## src/assert_macros.svh

```systemverilog
// Assertion macros for the RTL of the adjoint accumulator.
`ifndef ASSERT_MACROS_SVH
`define ASSERT_MACROS_SVH

// Checked on every rising edge outside of reset.
`define RFIGA_ASSERT(label, prop, msg) \
  label: assert property (@(posedge clk) disable iff (!rst_n) prop) else $error(msg);

// Checked on every rising edge, reset included.
`define RFIGA_ASSERT_ALWAYS(label, prop, msg) \
  label: assert property (@(posedge clk) prop) else $error(msg);

`endif

```

## src/rfiga_pkg.sv

```systemverilog
// Types, constants and helper functions of the adjoint accumulator.
package rfiga_pkg;

  localparam int unsigned WIDE = 64;
  localparam int unsigned CW = 34;
  localparam logic signed [CW-1:0] CORDIC_K = 34'sd652032875;
  localparam logic signed [WIDE-1:0] S64_MAX = {1'b0, {(WIDE-1){1'b1}}};
  localparam logic signed [WIDE-1:0] S64_MIN = {1'b1, {(WIDE-1){1'b0}}};

  typedef enum logic [2:0] {
    ST_IDLE,
    ST_CORDIC,
    ST_ROT,
    ST_MUL_GO,
    ST_MUL_WAIT,
    ST_PH_ACC,
    ST_EMIT
  } state_t;

  typedef enum logic [3:0] {
    OP_PRE_A,
    OP_PRE_B,
    OP_PIM_A,
    OP_PIM_B,
    OP_TRE_A,
    OP_TRE_B,
    OP_TIM_A,
    OP_TIM_B,
    OP_PH_A,
    OP_PH_B,
    OP_SCL_RE,
    OP_SCL_IM,
    OP_SCL_PH
  } op_t;

  // Request to the shared multiplier.
  typedef struct packed {
    logic start;
    logic sh30;
  } mul_req_t;

  // Arctangent of 2^-i as a fraction of a turn, 32-bit scale.
  function automatic logic [31:0] atan_turn(input logic [4:0] i);
    logic [31:0] v;
    case (i)
      5'd0:  v = 32'd536870912;
      5'd1:  v = 32'd316933406;
      5'd2:  v = 32'd167458907;
      5'd3:  v = 32'd85004756;
      5'd4:  v = 32'd42667331;
      5'd5:  v = 32'd21354465;
      5'd6:  v = 32'd10679838;
      5'd7:  v = 32'd5340245;
      5'd8:  v = 32'd2670163;
      5'd9:  v = 32'd1335086;
      5'd10: v = 32'd667544;
      5'd11: v = 32'd333772;
      5'd12: v = 32'd166886;
      5'd13: v = 32'd83443;
      5'd14: v = 32'd41722;
      5'd15: v = 32'd20861;
      5'd16: v = 32'd10430;
      5'd17: v = 32'd5215;
      5'd18: v = 32'd2608;
      5'd19: v = 32'd1304;
      5'd20: v = 32'd652;
      5'd21: v = 32'd326;
      5'd22: v = 32'd163;
      5'd23: v = 32'd81;
      5'd24: v = 32'd41;
      5'd25: v = 32'd20;
      5'd26: v = 32'd10;
      5'd27: v = 32'd5;
      5'd28: v = 32'd3;
      5'd29: v = 32'd1;
      5'd30: v = 32'd1;
      default: v = 32'd0;
    endcase
    return v;
  endfunction

  // Saturating 64-bit signed add.
  function automatic logic signed [WIDE-1:0] sat_add(input logic signed [WIDE-1:0] a,
                                                     input logic signed [WIDE-1:0] b);
    logic signed [WIDE-1:0] s;
    s = a + b;
    if (a[WIDE-1] == b[WIDE-1] && s[WIDE-1] != a[WIDE-1]) begin
      s = a[WIDE-1] ? S64_MIN : S64_MAX;
    end
    return s;
  endfunction

  // Saturating 64-bit signed negation.
  function automatic logic signed [WIDE-1:0] sat_neg(input logic signed [WIDE-1:0] a);
    return (a == S64_MIN) ? S64_MAX : -a;
  endfunction

endpackage

```

## src/rfiga_mul.sv

```systemverilog
// Shared multiplier: exact 64x64 product in four 32x32 steps, floor shift, saturation.
module rfiga_mul (
  input  logic                                  clk,
  input  logic                                  rst_n,
  input  rfiga_pkg::mul_req_t                   req,
  input  logic signed [rfiga_pkg::WIDE-1:0]     op_a,
  input  logic signed [rfiga_pkg::WIDE-1:0]     op_b,
  output logic                                  done,
  output logic signed [rfiga_pkg::WIDE-1:0]     result
);

  logic [63:0]  ua_r, ua_nxt;
  logic [63:0]  ub_r, ub_nxt;
  logic         neg_r, neg_nxt;
  logic         sh30_r, sh30_nxt;
  logic [1:0]   k_r, k_nxt;
  logic         busy_r, busy_nxt;
  logic         fin_r, fin_nxt;
  logic         done_r, done_nxt;
  logic [127:0] acc_r, acc_nxt;
  logic signed [63:0] res_r, res_nxt;

  logic [31:0]  a_half, b_half;
  logic [63:0]  pp;
  logic [127:0] pp_shift;
  logic [112:0] q;
  logic         rem;

  // One partial product per cycle, low halves first.
  always_comb begin
    a_half = k_r[1] ? ua_r[63:32] : ua_r[31:0];
    b_half = k_r[0] ? ub_r[63:32] : ub_r[31:0];
    pp = {32'd0, a_half} * {32'd0, b_half};
    case ({k_r[1], k_r[0]})
      2'b00:   pp_shift = {64'd0, pp};
      2'b11:   pp_shift = {pp, 64'd0};
      default: pp_shift = {32'd0, pp, 32'd0};
    endcase
  end

  // Floor shift of the magnitude, rounding away from zero for negative results.
  always_comb begin
    if (sh30_r) begin
      q = {15'd0, acc_r[127:30]};
      rem = |acc_r[29:0];
    end else begin
      q = {1'b0, acc_r[127:16]};
      rem = |acc_r[15:0];
    end
    q = q + {112'd0, (neg_r & rem)};
    if (!neg_r) begin
      res_nxt = (|q[112:63]) ? rfiga_pkg::S64_MAX : $signed(q[63:0]);
    end else begin
      res_nxt = ((|q[112:64]) || q[63]) ? rfiga_pkg::S64_MIN : -$signed(q[63:0]);
    end
  end

  // Sequencing of the four partial products and the final step.
  always_comb begin
    ua_nxt   = ua_r;
    ub_nxt   = ub_r;
    neg_nxt  = neg_r;
    sh30_nxt = sh30_r;
    k_nxt    = k_r;
    busy_nxt = busy_r;
    fin_nxt  = 1'b0;
    done_nxt = 1'b0;
    acc_nxt  = acc_r;
    if (req.start) begin
      ua_nxt   = op_a[63] ? (64'd0 - op_a) : op_a;
      ub_nxt   = op_b[63] ? (64'd0 - op_b) : op_b;
      neg_nxt  = op_a[63] ^ op_b[63];
      sh30_nxt = req.sh30;
      k_nxt    = 2'd0;
      busy_nxt = 1'b1;
      acc_nxt  = 128'd0;
    end else if (busy_r) begin
      acc_nxt = acc_r + pp_shift;
      k_nxt   = k_r + 2'd1;
      if (k_r == 2'd3) begin
        busy_nxt = 1'b0;
        fin_nxt  = 1'b1;
      end
    end
    if (fin_r) begin
      done_nxt = 1'b1;
    end
  end

  always_ff @(posedge clk) begin
    if (!rst_n) begin
      busy_r <= 1'b0;
      fin_r  <= 1'b0;
      done_r <= 1'b0;
      k_r    <= 2'd0;
    end else begin
      busy_r <= busy_nxt;
      fin_r  <= fin_nxt;
      done_r <= done_nxt;
      k_r    <= k_nxt;
    end
  end

  always_ff @(posedge clk) begin
    ua_r   <= ua_nxt;
    ub_r   <= ub_nxt;
    neg_r  <= neg_nxt;
    sh30_r <= sh30_nxt;
    acc_r  <= acc_nxt;
    if (fin_r) begin
      res_r <= res_nxt;
    end
  end

  assign done   = done_r;
  assign result = res_r;

endmodule
```

## config.mk

```make
export PLATFORM = sky130hd
export DESIGN_NAME = rfiga_mul
export DESIGN_NICKNAME = d
export VERILOG_FILES = /design/src/assert_macros.svh /design/src/rfiga_pkg.sv /design/src/rfiga_mul.sv
export SDC_FILE = /design/constraint.sdc
export NUM_CORES = 2
export LEC_CHECK = 0
export ABC_CLOCK_PERIOD_IN_PS = 17900
export BUFFER_PORTS_ARGS = -buffer_cell sky130_fd_sc_hd__buf_2
export CELL_PAD_IN_SITES_DETAIL_PLACEMENT = 1
export CELL_PAD_IN_SITES_GLOBAL_PLACEMENT = 1
export CORE_MARGIN = 5
export CORE_UTILIZATION = 41
export DETAILED_ROUTE_END_ITERATION = 12
export GPL_TIMING_DRIVEN = 0
export PLACE_DENSITY_LB_ADDON = 0.1
export SLEW_MARGIN = 20
export SYNTH_ARGS = -nofsm -noshare
export SYNTH_HDL_FRONTEND = slang
export SYNTH_SLANG_ARGS = --single-unit
export TNS_END_PERCENT = 50
```

## constraint.sdc

```tcl
create_clock -name clk -period 17.9 [get_ports clk]
set_input_delay 5.37 -clock clk [delete_from_list [all_inputs] [get_ports clk]]
set_output_delay 5.37 -clock clk [all_outputs]
set_load 0.01 [all_outputs]
```

==> results.toml <==
[cells_and_area]
syn_to_final_growth_pct = 8.47
final_util_pct = 44.6
nets = 9190
drive_above_1_share_pct = 6.49

[routing]
drtAntennaViolNets = 0
dr.pass1.iters = 6
via_count = 57800
drt_wl_total_um = 287000
viasPerCell = 5.87
wl_per_cell_um = 29.2
drt_iter0_markers = 3990
drc = 0

[floorplan]
die-area_mm2 = 0.162
rows = 144
initial_utilization_pct = 41.2
die_w_um = 403
core_area_mm2 = 0.154
io_pins = 197
fp.dieH_um = 403

[global_route]
grt_pass1_vias = 61200
grt.total_usage_pct = 34.8
grt_overflow = 0
antenna_found_initial = 5
grt_first_pass_wirelength_um = 417000
grt_max_degree = 106

[setup_path]
cpPeakStageDelay_ps = 930
endpoint_kind = "flop"
r2r_end = "acc_r[127]"
critPathRequiredTime_ps = 18490
cpMaxStageDelayCell = "a2111oi_0"
arrival_ps = 18330
cpMostUsedCell = "fa_1"
r2r_start = "k_r[1]"
r2r_slack_ps = 160
path_class = "reg2reg"
cp_max_fo = 10
reg2reg_depth = 45
start_kind = "flop"

[sta]
clock.fmax_mhz = 56.4
post-route-period-util_pct = 99.1
drv_slew = 0
rsz0062_at_grt = "true"
worstMarginPinSlew_ps = 1290
slew-limit-headroom_pct = 13.9
finalHoldViolations = 0
setup_viol = 0
period_minus_slack_ps = 17740
fin_skew_ps = 46.2

[hold_path]
hp-start = "acc_r[7]"
hold_depth = 2
min_to = "acc_r[7]"
hp-class = "reg2reg"

[run_status]
status = "finished, final reports clean"

[clock_tree]
cts_sinks = 327
clockBufferDepth = 3
worstSkewPairLatency_ps = 670
cts_tree = "built"
clock-root-buffer = "clkbuf_16"
path_clk_slew_ps = 70
h-tree-depth = 2
cts_setup_buffers = 0
cts-buffers-inserted = 44

[logic_synthesis]
syn_inst = 7507
synth_edf_count = 194
yosysWarnings = 0
async_flop_share_pct = 0
yosysMostFrequentCell = "inv_1"
synth_common_cells = "983 x inv_1, 897 x fa_1, 875 x nor2_1"
ys.flop_type = "edfxtp_1"
synth.area.top_cells = "fa_1 28%, edfxtp_1 9.2%, ha_1 8.0%"
syn_area_mm2 = 0.0633
ys_types = 99
syn_avg_cell_area_um2 = 8.43
yosysTopAreaCellShare_pct = 28.4
synth.net_count = 8940
ys_seq_elements = 327
yosysSeqAreaShare_pct = 13.4
yosysTopAreaCell = "fa_1"

[place]
hpwl_um = 246000
globalplace.congestion = 0.990
port-buffer-count = 194

[run]
maxCapViolCount = 0
## registers in the layout, summed over array words and instances, names as in the netlist
name	count
done	1
fin_r	1
ua_r	64
neg_r	1
acc_r	128
result	64
sh30_r	1
k_r	2
ub_r	64
busy_r	1
## worst max path at each step
| stage | startpoint | slack [ps] | endpoint |
|---|---|---|---|
| after global placement | k_r[1] | 250 | acc_r[120] |
| after CTS | k_r[1] | 50 | acc_r[127] |
| after detailed placement | k_r[1] | 160 | acc_r[127] |
| after global routing | k_r[1] | -170 | acc_r[127] |
| after floorplan | k_r[1] | 5530 | acc_r[121] |
| final | k_r[1] | 160 | acc_r[127] |
## stage by stage
| step | setup WS (ps) | setup TNS, ps | area, µm² | std cells | hold WS (ps) |
|---|---|---|---|---|---|
| finish | 156 | 0 | 68600 | 9843 | 521 |
| global route | -170 | -253 | 68600 | 9837 | 543 |
| CTS | 45.9 | 0 | 68600 | 9837 | 525 |
| detailed placement | 160 | 0 | 67100 | 9755 | 516 |
| global placement | 254 | 0 | 66800 | 9745 | 508 |
| floorplan | 5530 | 0 | 63300 | 7507 | 478 |
## critical path: cells and delay by family (launching register included)
kind / cells / cell delay, ps
compound gates: 13 / 5650
xor+xnor: 1 / 690
fa+ha+maj: 10 / 4940
buf+inv: 9 / 2980
flops: 1 / 490
mux: 1 / 700
simple gates: 11 / 2160
## placed cells by master, fill, tap and decap left out, types with 45 or more instances in the layout
| cell type | synthesis | routed |
|---|---|---|
| mux2_2 | 86 | 86 |
| xnor2_1 | 269 | 268 |
| nor3_1 | 85 | 85 |
| a22o_1 | 63 | 63 |
| ha_1 | 404 | 404 |
| dfxtp_1 | 133 | 132 |
| mux2i_1 | 213 | 184 |
| edfxtp_1 | 194 | 194 |
| clkbuf_1 | 344 | 342 |
| inv_1 | 983 | 983 |
| a21o_1 | 101 | 101 |
| nor2b_1 | 57 | 57 |
| xor2_1 | 108 | 108 |
| o21ai_0 | 270 | 270 |
| nor2_1 | 875 | 873 |
| nand2_1 | 832 | 832 |
| clkbuf_16 | 0 | 45 |
| fa_1 | 897 | 897 |
| o31ai_1 | 66 | 66 |
| nand3_1 | 161 | 161 |
| nand4_1 | 133 | 133 |
| and2_1 | 85 | 85 |
| a21oi_1 | 303 | 303 |
| buf_2 | 19 | 213 |
## metal layers
layer	share of wire (%)	track usage [%]
met1	39	42.0
met2	47	58.8
met4	7.6	21.2
met5	0.012	0
met3	5.8	4.83
## area by class of cell
type                    count  area, µm²
clock inverters            31        330
inverters                 984       3690
fillers                 18500      85100
well taps                2044       2560
clock buffers              51       1150
diodes                      6       15.0
repair buffers            204       1100
multi-input cells        5792      49600
flip-flops and latches    327       8490
plain buffers             404       1670
## logic make-up (layout without fill, tap and decap cells)
kind of cell | after synthesis | in the layout | share of synthesized area [%]
fa+ha+maj | 1301 | 1301 | 36.4
flops | 327 | 327 | 13.4
other cells | 0 | 6 | 0
compound gates | 1219 | 1219 | 12.5
mux | 307 | 307 | 5.04
simple gates | 2588 | 2588 | 18.9
xor+xnor | 377 | 377 | 5.22
buf+inv | 1388 | 1674 | 8.46
## timing repair
action,in CTS,in global routing
resized for setup,0,3
hold endpoints to repair,0,0
endpoints found under the setup margin,0,6
hold buffers,0,0
Power is left out: the tool's default activity adds up to more than one toggle a clock period on the data nets, which glitch-free logic cannot reach.
